==> config.mk <==
export PLATFORM = sky130hd
export DESIGN_NAME = binary_to_decimal_256
export DESIGN_NICKNAME = d
export VERILOG_FILES = /design/src/hdl/btd256_pkg.sv /design/src/hdl/binary_to_decimal_256.sv /design/src/hdl/btd256_ctrl.sv /design/src/hdl/btd256_dp.sv
export SDC_FILE = /design/constraint.sdc
export NUM_CORES = 1
export LEC_CHECK = 0
export BUFFER_PORTS_ARGS = -buffer_cell sky130_fd_sc_hd__buf_2
export CELL_PAD_IN_SITES_DETAIL_PLACEMENT = 1
export CELL_PAD_IN_SITES_GLOBAL_PLACEMENT = 1
export CORE_MARGIN = 4
export CORE_UTILIZATION = 51
export DETAILED_ROUTE_END_ITERATION = 16
export PLACE_DENSITY_LB_ADDON = 0.1
export SYNTH_ARGS = -nofsm -noshare
export SYNTH_HDL_FRONTEND = slang
export SYNTH_SLANG_ARGS = --single-unit
==> constraint.sdc <==
create_clock -name clock -period 23.4 [get_ports clock]
set_input_delay 1.17 -clock clock [delete_from_list [all_inputs] [get_ports clock]]
set_output_delay 1.17 -clock clock [all_outputs]
set_load 0.05 [all_outputs]
==> src/hdl/btd256_pkg.sv <==
// Shared types, constants and the digit doubling function of the 256-bit binary to BCD converter.
// Used by btd256_ctrl, btd256_dp and binary_to_decimal_256; depends on nothing else.
`timescale 1ns / 1ps

package btd256_pkg;

   localparam int INPUT_BITS_DEF       = 256;
   localparam int DECIMAL_DIGITS_DEF   = 78;
   localparam int DIGITS_PER_CHUNK_DEF = 16;

   localparam int WORD_W      = 64;
   localparam int NUM_WORDS   = 4;
   localparam int IN_TDATA_W  = WORD_W * NUM_WORDS;
   localparam int CHUNK_W     = 64;
   localparam int INDEX_W     = 3;
   localparam int COUNT_W     = 7;
   localparam int OUT_TDATA_W = 80;
   localparam int OUT_PAD_W   = OUT_TDATA_W - CHUNK_W - INDEX_W - COUNT_W;

   typedef enum logic [1:0] {
      ST_IDLE,
      ST_CONV,
      ST_SCAN,
      ST_OUT
   } state_type;

   typedef struct packed {
      logic load;
      logic shift;
      logic scan;
      logic emit;
   } cmd_type;

   typedef struct packed {
      logic bit_last;
      logic scan_done;
      logic chunk_last;
      logic out_free;
   } status_type;

   // Doubles one BCD digit and adds the incoming carry, modulo ten.
   function automatic logic [3:0] dbl_digit(input logic [3:0] digit, input logic carry);
      logic [4:0] sum;
      sum = {digit, carry};
      if (digit >= 4'd5) begin
         sum = sum - 5'd10;
      end
      return sum[3:0];
   endfunction

endpackage

==> src/hdl/binary_to_decimal_256.sv <==
// Top level of the 256-bit binary to BCD converter (shift-and-double).
// Depends on btd256_pkg, btd256_ctrl and btd256_dp.
//
// The request channel takes one beat holding the binary value as four 64-bit words.
// The response channel returns one beat per BCD chunk, most significant chunk first,
// five beats with the default sizes; rsp_tlast marks the final chunk of a conversion.
// Each response beat carries sixteen BCD digits, the chunk position and the count of
// significant digits after trimming leading zeros (at least one).
// After acceptance the shift loop doubles the digit register once per input bit, MSB first.
// The trim scan then checks the top digit and walks the digit count down only if the value
// overflowed the digit register, which cannot happen with the default sizes.
// Chunks then leave one per cycle while the receiver is ready, through a single output register.
// When the receiver stalls, the output register holds its beat and the chunk sequence
// waits; req_tready rises again as soon as the last chunk is loaded into that register.
// Reset is synchronous and empties the output register and returns the sequencer to idle.
`timescale 1ns / 1ps

module binary_to_decimal_256 #(
   parameter int INPUT_BITS       = btd256_pkg::INPUT_BITS_DEF,
   parameter int DECIMAL_DIGITS   = btd256_pkg::DECIMAL_DIGITS_DEF,
   parameter int DIGITS_PER_CHUNK = btd256_pkg::DIGITS_PER_CHUNK_DEF
) (
   input  logic                               clock,
   input  logic                               reset,
   input  logic                               req_tvalid,
   output logic                               req_tready,
   // Fields from bit 0: word_0, word_1, word_2, word_3.
   input  logic [btd256_pkg::IN_TDATA_W-1:0]  req_tdata,
   output logic                               rsp_tvalid,
   input  logic                               rsp_tready,
   // Fields from bit 0: bcd_chunk, chunk_index, digit_count, zero padding.
   output logic [btd256_pkg::OUT_TDATA_W-1:0] rsp_tdata,
   output logic                               rsp_tlast
);

   btd256_pkg::cmd_type    cmd;
   btd256_pkg::status_type status;

   btd256_ctrl u_ctrl (
      .clock      (clock),
      .reset      (reset),
      .req_tvalid (req_tvalid),
      .req_tready (req_tready),
      .status     (status),
      .cmd        (cmd)
   );

   btd256_dp #(
      .INPUT_BITS       (INPUT_BITS),
      .DECIMAL_DIGITS   (DECIMAL_DIGITS),
      .DIGITS_PER_CHUNK (DIGITS_PER_CHUNK)
   ) u_dp (
      .clock      (clock),
      .reset      (reset),
      .req_tdata  (req_tdata),
      .cmd        (cmd),
      .status     (status),
      .rsp_tdata  (rsp_tdata),
      .rsp_tvalid (rsp_tvalid),
      .rsp_tready (rsp_tready),
      .rsp_tlast  (rsp_tlast)
   );

endmodule

==> src/hdl/btd256_ctrl.sv <==
// Sequencer of the binary to BCD converter: accept, shift-and-double, trim scan, chunk output.
// Depends on btd256_pkg; drives the command bundle of btd256_dp.
`timescale 1ns / 1ps

module btd256_ctrl (
   input  logic                   clock,
   input  logic                   reset,
   input  logic                   req_tvalid,
   output logic                   req_tready,
   input  btd256_pkg::status_type status,
   output btd256_pkg::cmd_type    cmd
);

   btd256_pkg::state_type state_ff, state_in;

   always_ff @(posedge clock) begin
      if (reset) begin
         state_ff <= btd256_pkg::ST_IDLE;
      end else begin
         state_ff <= state_in;
      end
   end

   always_comb begin
      state_in = state_ff;
      unique case (state_ff)
         btd256_pkg::ST_IDLE: begin
            if (req_tvalid) begin
               state_in = btd256_pkg::ST_CONV;
            end
         end
         btd256_pkg::ST_CONV: begin
            if (status.bit_last) begin
               state_in = btd256_pkg::ST_SCAN;
            end
         end
         btd256_pkg::ST_SCAN: begin
            if (status.scan_done) begin
               state_in = btd256_pkg::ST_OUT;
            end
         end
         btd256_pkg::ST_OUT: begin
            if (status.out_free && status.chunk_last) begin
               state_in = btd256_pkg::ST_IDLE;
            end
         end
         default: state_in = btd256_pkg::ST_IDLE;
      endcase
   end

   always_comb begin
      req_tready = 1'b0;
      cmd        = '0;
      unique case (state_ff)
         btd256_pkg::ST_IDLE: begin
            req_tready = 1'b1;
            cmd.load   = req_tvalid;
         end
         btd256_pkg::ST_CONV: begin
            cmd.shift = 1'b1;
         end
         btd256_pkg::ST_SCAN: begin
            cmd.scan = 1'b1;
         end
         btd256_pkg::ST_OUT: begin
            cmd.emit = status.out_free;
         end
         default: cmd = '0;
      endcase
   end

endmodule

==> src/hdl/btd256_dp.sv <==
// Datapath of the binary to BCD converter: shift register, digit register, counters, output stage.
// Depends on btd256_pkg; commanded by btd256_ctrl.
`timescale 1ns / 1ps

module btd256_dp #(
   parameter int INPUT_BITS       = btd256_pkg::INPUT_BITS_DEF,
   parameter int DECIMAL_DIGITS   = btd256_pkg::DECIMAL_DIGITS_DEF,
   parameter int DIGITS_PER_CHUNK = btd256_pkg::DIGITS_PER_CHUNK_DEF
) (
   input  logic                                  clock,
   input  logic                                  reset,
   input  logic [btd256_pkg::IN_TDATA_W-1:0]     req_tdata,
   input  btd256_pkg::cmd_type                   cmd,
   output btd256_pkg::status_type                status,
   output logic [btd256_pkg::OUT_TDATA_W-1:0]    rsp_tdata,
   output logic                                  rsp_tvalid,
   input  logic                                  rsp_tready,
   output logic                                  rsp_tlast
);

   localparam int DIG_W      = DECIMAL_DIGITS * 4;
   localparam int NUM_CHUNKS = (DECIMAL_DIGITS + DIGITS_PER_CHUNK - 1) / DIGITS_PER_CHUNK;
   localparam int CHK_W      = DIGITS_PER_CHUNK * 4;
   localparam int PAD_W      = NUM_CHUNKS * CHK_W;
   localparam int SIG_W      = $clog2(DECIMAL_DIGITS + 1);
   localparam int IDX_W      = $clog2(DECIMAL_DIGITS);
   localparam int BIT_W      = $clog2(INPUT_BITS + 1);
   localparam int CNT_W      = $clog2(NUM_CHUNKS + 1);

   logic [INPUT_BITS-1:0]              sh_ff, sh_in;
   logic [DIG_W-1:0]                   dig_ff, dig_in;
   logic [SIG_W-1:0]                   sig_ff, sig_in;
   logic [BIT_W-1:0]                   bcnt_ff, bcnt_in;
   logic [CNT_W-1:0]                   cnt_ff, cnt_in;
   logic [btd256_pkg::OUT_TDATA_W-1:0] rsp_data_ff, rsp_data_in;
   logic                               rsp_last_ff, rsp_last_in;
   logic                               rsp_valid_ff, rsp_valid_in;

   logic [DIG_W-1:0] dbl;
   logic [IDX_W-1:0] top_idx;
   logic [3:0]       top_d;
   logic [PAD_W-1:0] padded;
   logic [CHK_W-1:0] chunk_sel;

   // Doubling carries only on the old digit value, so every digit updates independently.
   always_comb begin
      dbl[3:0] = btd256_pkg::dbl_digit(dig_ff[3:0], sh_ff[INPUT_BITS-1]);
      for (int j = 1; j < DECIMAL_DIGITS; j++) begin
         dbl[j*4 +: 4] = btd256_pkg::dbl_digit(dig_ff[j*4 +: 4], dig_ff[(j-1)*4 +: 4] >= 4'd5);
      end
   end

   // The significant digit count tracks the highest nonzero digit; after a dropped carry
   // the scan walks it down to the true top digit.
   assign top_idx = IDX_W'(sig_ff - SIG_W'(1));
   assign top_d   = dig_ff[top_idx*4 +: 4];
   assign padded  = PAD_W'(dig_ff);

   always_comb begin
      chunk_sel = '0;
      for (int k = 0; k < NUM_CHUNKS; k++) begin
         if (cnt_ff == CNT_W'(k)) begin
            chunk_sel = padded[(NUM_CHUNKS-1-k)*CHK_W +: CHK_W];
         end
      end
   end

   always_comb begin
      sh_in        = sh_ff;
      dig_in       = dig_ff;
      sig_in       = sig_ff;
      bcnt_in      = bcnt_ff;
      cnt_in       = cnt_ff;
      rsp_data_in  = rsp_data_ff;
      rsp_last_in  = rsp_last_ff;
      rsp_valid_in = rsp_valid_ff;
      if (rsp_tready) begin
         rsp_valid_in = 1'b0;
      end
      if (cmd.load) begin
         sh_in   = req_tdata[INPUT_BITS-1:0];
         dig_in  = '0;
         sig_in  = SIG_W'(1);
         bcnt_in = '0;
         cnt_in  = '0;
      end
      if (cmd.shift) begin
         sh_in   = {sh_ff[INPUT_BITS-2:0], 1'b0};
         dig_in  = dbl;
         bcnt_in = bcnt_ff + BIT_W'(1);
         if (top_d >= 4'd5 && sig_ff != SIG_W'(DECIMAL_DIGITS)) begin
            sig_in = sig_ff + SIG_W'(1);
         end
      end
      if (cmd.scan) begin
         if (top_d == 4'd0 && sig_ff != SIG_W'(1)) begin
            sig_in = sig_ff - SIG_W'(1);
         end
      end
      if (cmd.emit) begin
         rsp_data_in  = {{btd256_pkg::OUT_PAD_W{1'b0}},
                         btd256_pkg::COUNT_W'(sig_ff),
                         btd256_pkg::INDEX_W'(cnt_ff),
                         btd256_pkg::CHUNK_W'(chunk_sel)};
         rsp_last_in  = (cnt_ff == CNT_W'(NUM_CHUNKS - 1));
         rsp_valid_in = 1'b1;
         cnt_in       = cnt_ff + CNT_W'(1);
      end
   end

   always_ff @(posedge clock) begin
      if (reset) begin
         sig_ff       <= SIG_W'(1);
         bcnt_ff      <= '0;
         cnt_ff       <= '0;
         rsp_valid_ff <= 1'b0;
      end else begin
         sig_ff       <= sig_in;
         bcnt_ff      <= bcnt_in;
         cnt_ff       <= cnt_in;
         rsp_valid_ff <= rsp_valid_in;
      end
   end

   always_ff @(posedge clock) begin
      sh_ff       <= sh_in;
      dig_ff      <= dig_in;
      rsp_data_ff <= rsp_data_in;
      rsp_last_ff <= rsp_last_in;
   end

   assign status.bit_last   = (bcnt_ff == BIT_W'(INPUT_BITS - 1));
   assign status.scan_done  = !(top_d == 4'd0 && sig_ff != SIG_W'(1));
   assign status.chunk_last = (cnt_ff == CNT_W'(NUM_CHUNKS - 1));
   assign status.out_free   = !rsp_valid_ff || rsp_tready;

   assign rsp_tdata  = rsp_data_ff;
   assign rsp_tvalid = rsp_valid_ff;
   assign rsp_tlast  = rsp_last_ff;

endmodule

== After elaboration in Yosys (flattened, before gate mapping) ==
Cells that the tools add are included.
Cells by class
  add/sub/neg operators: 82
  magnitude comparators: 79
  equal/unequal tests: 14
  shift-type cells: 1
  multiplexer cells: 108
  reduce and logical (&&, ||, !) cells: 12
Operators with widths (number)
  312-bit 2-to-1 mux: 2
  256-bit 2-to-1 mux: 2
  4-bit by 3-bit greater-or-equal comparator with 1-bit output (second input constant): 79
  4-bit 2-to-1 mux: 78
  312-bit by 10-bit indexed part select with 4-bit output: 1
  4-bit subtractor (second input constant): 78
  64-bit 2-to-1 mux: 4
  56-bit 2-to-1 mux: 1
  7-bit 2-to-1 mux: 5
  9-bit 2-to-1 mux: 2
  9-bit by 1-bit adder with 9-bit output (second input constant): 1
  9-bit by 8-bit equality test with 1-bit output (second input constant): 1
  2-bit 2-to-1 mux: 4
  2-bit one-hot mux with 4 select lines: 1
  7-bit by 1-bit adder with 7-bit output (second input constant): 1
  1-bit 2-to-1 mux: 7
  7-bit by 1-bit != test with 1-bit output (second input constant): 1
  7-bit != test (second input constant): 1
  7-bit by 1-bit subtractor with 7-bit output (second input constant): 1
  3-bit by 2-bit equality test with 1-bit output (second input constant): 2
  3-bit 2-to-1 mux: 2
  2-bit != test (second input constant): 3
  2-bit nonzero test: 3
  2-bit equality test (second input constant): 2
  other kinds (12): 14
Storage, ports and cells
  register bits after elaboration: 665
  output and inout port bits: 83
  logic and storage cells: 306

== Depth between registers and ports, before layout ==
  word-level depth: 8
  gate-level depth with buffers: 20
  mapped depth without buffers: 12

== Hierarchy ==
From an unflattened synthesis, not the netlist that was laid out.
Unflattened totals
  cell total of the unflattened synthesis: 3082
  area total of the unflattened synthesis: 35625.4 sq um
Modules (own cells, without submodules)
  btd256_dp: instances 1, cells each 3061, area each 35412.7 sq um, sequential area each 19698.9 sq um
  btd256_ctrl: instances 1, cells each 21, area each 212.7 sq um, sequential area each 40.0 sq um

== Least setup slack after synthesis ==
Ideal clock, no wire load.
  path kind: input to register
  start point: input port req_tvalid
  end point: register u_dp.sig_ff[2]
  data arrival time: 13.545 ns
  data required time: 23.268 ns
  slack: 9.722 ns
  cell stages on the path: 7
  cells stage by stage: and2_1 > clkbuf_1 > nor2_1 > inv_1 > mux2i_1 > a222oi_1 > nor2_1
Between the ends
  longest elaborated chain between the ends: 6
Ends and longest elaborated chain
  start: declaration: line binary_to_decimal_256.sv:25  | input logic req_tvalid,
  1-bit 2-to-1 mux *: line btd256_ctrl.sv:54  | unique case (state_ff)
  7-bit 2-to-1 mux *: line btd256_dp.sv:80  | if (cmd.load) begin
  7-bit 2-to-1 mux: line btd256_dp.sv:91  | if (top_d >= 4'd5 && sig_ff != SIG_W'(DECIMAL_DIGITS)) begin
  7-bit 2-to-1 mux *: line btd256_dp.sv:87  | if (cmd.shift) begin
  7-bit 2-to-1 mux: line btd256_dp.sv:96  | if (top_d == 4'd0 && sig_ff != SIG_W'(1)) begin
  7-bit 2-to-1 mux *: line btd256_dp.sv:95  | if (cmd.scan) begin
  end signal: assignment: line btd256_dp.sv:118  | sig_ff <= sig_in;
  end: declaration: line btd256_dp.sv:32  | logic [SIG_W-1:0] sig_ff, sig_in;
Mark *: on every way between the ends. The rest lies on a longest branch, timed or not.
A chain may end at the register's enable or synchronous reset.

== Final worst setup path ==
  start point: register u_dp.sig_ff[0]
  end point: register u_dp.sig_ff[2]
Between the ends
  longest elaborated chain between the ends: 8
  elaborated cells on any way between the ends: 13
  classes of those cells: 2 x add/sub; 1 x order compare; 2 x eq/ne; 1 x shift; 4 x mux; 3 x reduce/logical
Ends and longest elaborated chain
  7-bit by 1-bit subtractor with 7-bit output: line btd256_dp.sv:55, btd256_dp.sv:97
  312-bit by 10-bit indexed part select with 4-bit output: line btd256_dp.sv:56  | assign top_d = dig_ff[top_idx*4 +: 4];
  4-bit by 3-bit greater-or-equal comparator with 1-bit output: line btd256_dp.sv:91
  1-bit logical AND: line btd256_dp.sv:91
  7-bit 2-to-1 mux: line btd256_dp.sv:91
  7-bit 2-to-1 mux: line btd256_dp.sv:87
  7-bit 2-to-1 mux: line btd256_dp.sv:96
  7-bit 2-to-1 mux *: line btd256_dp.sv:95
Marked as above.

==> results by group <==
Final layout
  • Share of layout cells above drive strength 1: 0.142
  • Area Overhead vs Synth: 12.4%
  • Fill cells: 7795
  • Post-layout util: 0.582
  • Final net count: ~4.3k

Setup path
  • Critical path cell sequence: inv_2 -> ha_4 -> buf_4 -> mux4_2 -> mux2i_1 -> mux4_2 -> inv_1 -> o2111ai_1 -> o2111a_2 -> nor2_1 -> a222oi_1 -> nor2_1
  • Worst-case reg-to-reg path depth: 12
  • Crit path from: u_dp.sig_ff[0]$_SDFF_PP1_
  • Worst Setup Start Kind: flop
  • Reg2Reg Setup Slack: between 15 and 20 ns
  • FF-to-FF End: u_dp.sig_ff[2]$_SDFF_PP0_
  • Critical path arrival: 5.85 ns
  • Crit Path Max Fanout: 50
  • Slowest CP cell: ha_4
  • FF-to-FF Start: u_dp.sig_ff[0]$_SDFF_PP1_
  • Crit. End Element: flop
  • Setup CP Type: flop to flop
  • CP max stage delay: slightly above 0.8 ns
  • Required time of the critical path: 23.89 ns

Synthesis
  • Count leader, synth: nand2_1
  • Post-synth top cells: nand2_1, edfxtp_1, nor2_1
  • Flop and latch count out of synthesis: ~670
  • Post-Syn Area: roughly 36000 um2
  • Syn Area/Cell: 10.1 um2
  • Synth top area share: 0.529
  • Ys async rst share: 0
  • Leading area contributor after synthesis: edfxtp_1
  • Sequential area share after synthesis: 0.542
  • Post-Synthesis Cells: 3609
  • Distinct cells, synth: 67
  • Primary FF master, synth: edfxtp_1
  • Synth Warn #: 0
  • Synth area leaders: edfxtp_1, nand2_1, ha_1
  • Number of synthesized flops with an enable pin: between 600 and 700

CTS
  • CTS tree: built
  • Worst-Skew Late Latency: 0.62 ns
  • Clock-pin slew on the worst setup and hold paths: about 0.06 ns
  • CTS Sinks: approximately 670
  • Clk root buf: clkbuf_16
  • Hold Buf Count CTS: 0
  • Num CTS Buffers: 75
  • Max Buffers Root-to-Sink: 3
  • Post_cts resized: 0
  • Number of H-tree levels: 3
  • # Post-CTS Setup Buffers: 0

Worst hold path
  • Hold path depth: 2
  • HP Class: flop to flop
  • WHS Endpoint: u_dp.sh_ff[0]$_SDFFE_PP0P_
  • HP Start: u_dp.sh_ff[0]$_SDFFE_PP0P_

Global routing
  • Vias in the first global route: between 20k and 30k
  • Largest net degree at the start of global routing: about 300
  • Total Routing Usage GR: 0.292
  • First-pass GRT wire length: 171 mm
  • Total congestion overflow: 0
  • Initial antenna violation count: 26

STA
  • Skew final: 0.0172 ns
  • RSZ-0062 raised after global routing: false
  • Worst-margin pin slew: between 1 and 1.5 ns
  • Final Hold Fails: 0
  • Final Slew Violations: 0
  • Shortest period the worst path allows: between 5 and 6 ns
  • Setup-failing EPs final: 0
  • Post-route clock period utilization: 0.229
  • Max Clk Rate: roughly 190 MHz
  • Relative slew slack: 0.169
  • Fin Setup TNS: 0 ns

Floorplan
  • Die Width: between 200 and 300 um
  • Initial Util: 0.517
  • IO Pins: roughly 340
  • Die height: 275 um
  • Total die area: roughly 76000 um2
  • Core region area: about 70000 um2
  • Site Rows: between 90 and 100

Routing
  • Avg Vias per Cell: about 5.9
  • Routed WL: roughly 110 mm
  • Drt initial violations: between 2k and 3k
  • Post-DRT Antenna Nets: 0
  • Routed WL per cell: roughly 23 um
  • Residual DRC: 0
  • First drt pass iteration count: 8
  • Vias: approximately 29k

Power
  • Power Dens Cells: about 160 nW/um2
  • Leak: approximately 0.016 uW
  • Peak supply drop: roughly 0.00015 V

Place
  • Dpl hpwl: 79.6 mm
  • GP Congestion: a little over 0.9
  • Buffers on Ports: 336

Run
  • Max Cap Violations: 0

Run status
  • Status: completed
final cells by class:
| cell class | count | area (um2) | share of cell area |
|---|---|---|---|
| antenna | 15 | 37.5 | 0.000917 |
| tap | 940 | 1180 | 0.0287 |
| timing repair buffer | 358 | 1880 | 0.0460 |
| multi-input combinational | 2554 | 15200 | 0.371 |
| inverter | 170 | 654 | 0.0160 |
| clock inverter | 24 | 194 | 0.00474 |
| clock buffer | 107 | 2080 | 0.0508 |
| sequential | 665 | 19700 | 0.482 |
sequential cells by signal (all words and copies together) (netlist names):
register and count:
u_dp.dig_ff 312, u_dp.bcnt_ff 9, u_dp.sh_ff 256, u_dp.rsp_tdata 74, u_dp.sig_ff 7, u_dp.cnt_ff 3, u_dp.rsp_tvalid 1, u_dp.rsp_tlast 1
u_ctrl.state_ff 2
metal layers:
| metal | global-route usage | vias up | routed length, um |
|---|---|---|---|
| met5 | 0 | - | 136 |
| met1 | 0.350 | 14100 | 42500 |
| met3 | 0.0562 | 325 | 7720 |
| met4 | 0.165 | 22 | 6790 |
| li1 | - | 13100 | - |
| met2 | 0.497 | 1075 | 56000 |
power breakdown:
part | internal, uW | switching [uW] | total (uW) | leakage [uW]
Combinational | 874 | 1710 | 2580 | 0.00785
Clock | 641 | 489 | 1130 | 0.00111
Sequential | 2160 | 533 | 2690 | 0.00668
worst max path at each step:
| stage | cells after the start | to |
|---|---|---|
| global placement | 12 | u_dp.sig_ff[2]$_SDFF_PP0_ |
| finish | 12 | u_dp.sig_ff[2]$_SDFF_PP0_ |
| global route | 12 | u_dp.sig_ff[2]$_SDFF_PP0_ |
| CTS | 12 | u_dp.sig_ff[2]$_SDFF_PP0_ |
| floorplan | 7 | u_dp.sig_ff[2]$_SDFF_PP0_ |
| detailed placement | 12 | u_dp.sig_ff[2]$_SDFF_PP0_ |
worst max-delay path, delay by kind of cell (launching register included):
kind,cells,cell delay (ns)
multiplexers,3,1.04
AND/OR/NAND/NOR,2,0.17
buffers and inverters,3,1.09
AO/OA/AOI/OAI,3,1.46
adder cells (fa/ha/maj),1,0.83
flip-flops,1,0.55
logic make-up after synthesis:
group                      share of synthesized area
AOI/OAI and AO/OA                              0.125
xor gates and xnor gates                      0.0208
adders and majority gates                     0.0587
buffers and inverters                         0.0438
DFF                                            0.542
muxes                                         0.0552
other                                       0.000103
and+or+nand+nor                                0.154
per-stage QoR:
stage | area [um2] | instances | setup WS [ns] | hold WS [ns] | power [uW]
3_5_place_dp | 38600 | 4687 | 18.19 | 0.456 | 5240
2_1_floorplan | 36400 | 3614 | 9.72 | 0.403 | 4570
3_3_place_gp | 38600 | 4687 | 18.31 | 0.455 | 5040
4_1_cts | 40900 | 4818 | 18.17 | 0.463 | 6400
5_1_grt | 40900 | 4827 | 17.85 | 0.499 | 6790
6_report | 41000 | 4833 | 18.05 | 0.461 | 6410
cell usage in the layout, fill, tap and decap left out, types with 7 or more instances in the layout:
cell type / n
mux2i_1: 49
dfxtp_1: 22
nor3_1: 42
buf_4: 19
nand4_1: 10
nor2_1: 463
clkinv_1: 11
mux4_2: 66
a211oi_1: 59
nand2b_1: 82
clkbuf_16: 78
inv_1: 166
nand3_1: 9
diode_2: 15
o211ai_1: 8
and2_1: 7
buf_2: 336
a21oi_1: 318
ha_1: 168
a22oi_1: 8
nand2_1: 731
xnor2_1: 81
o21ai_0: 297
edfxtp_1: 642
clkbuf_1: 27
a221oi_1: 57
clkinv_2: 8
a31oi_1: 12
No activity file was read; power rests on OpenSTA's default activity.
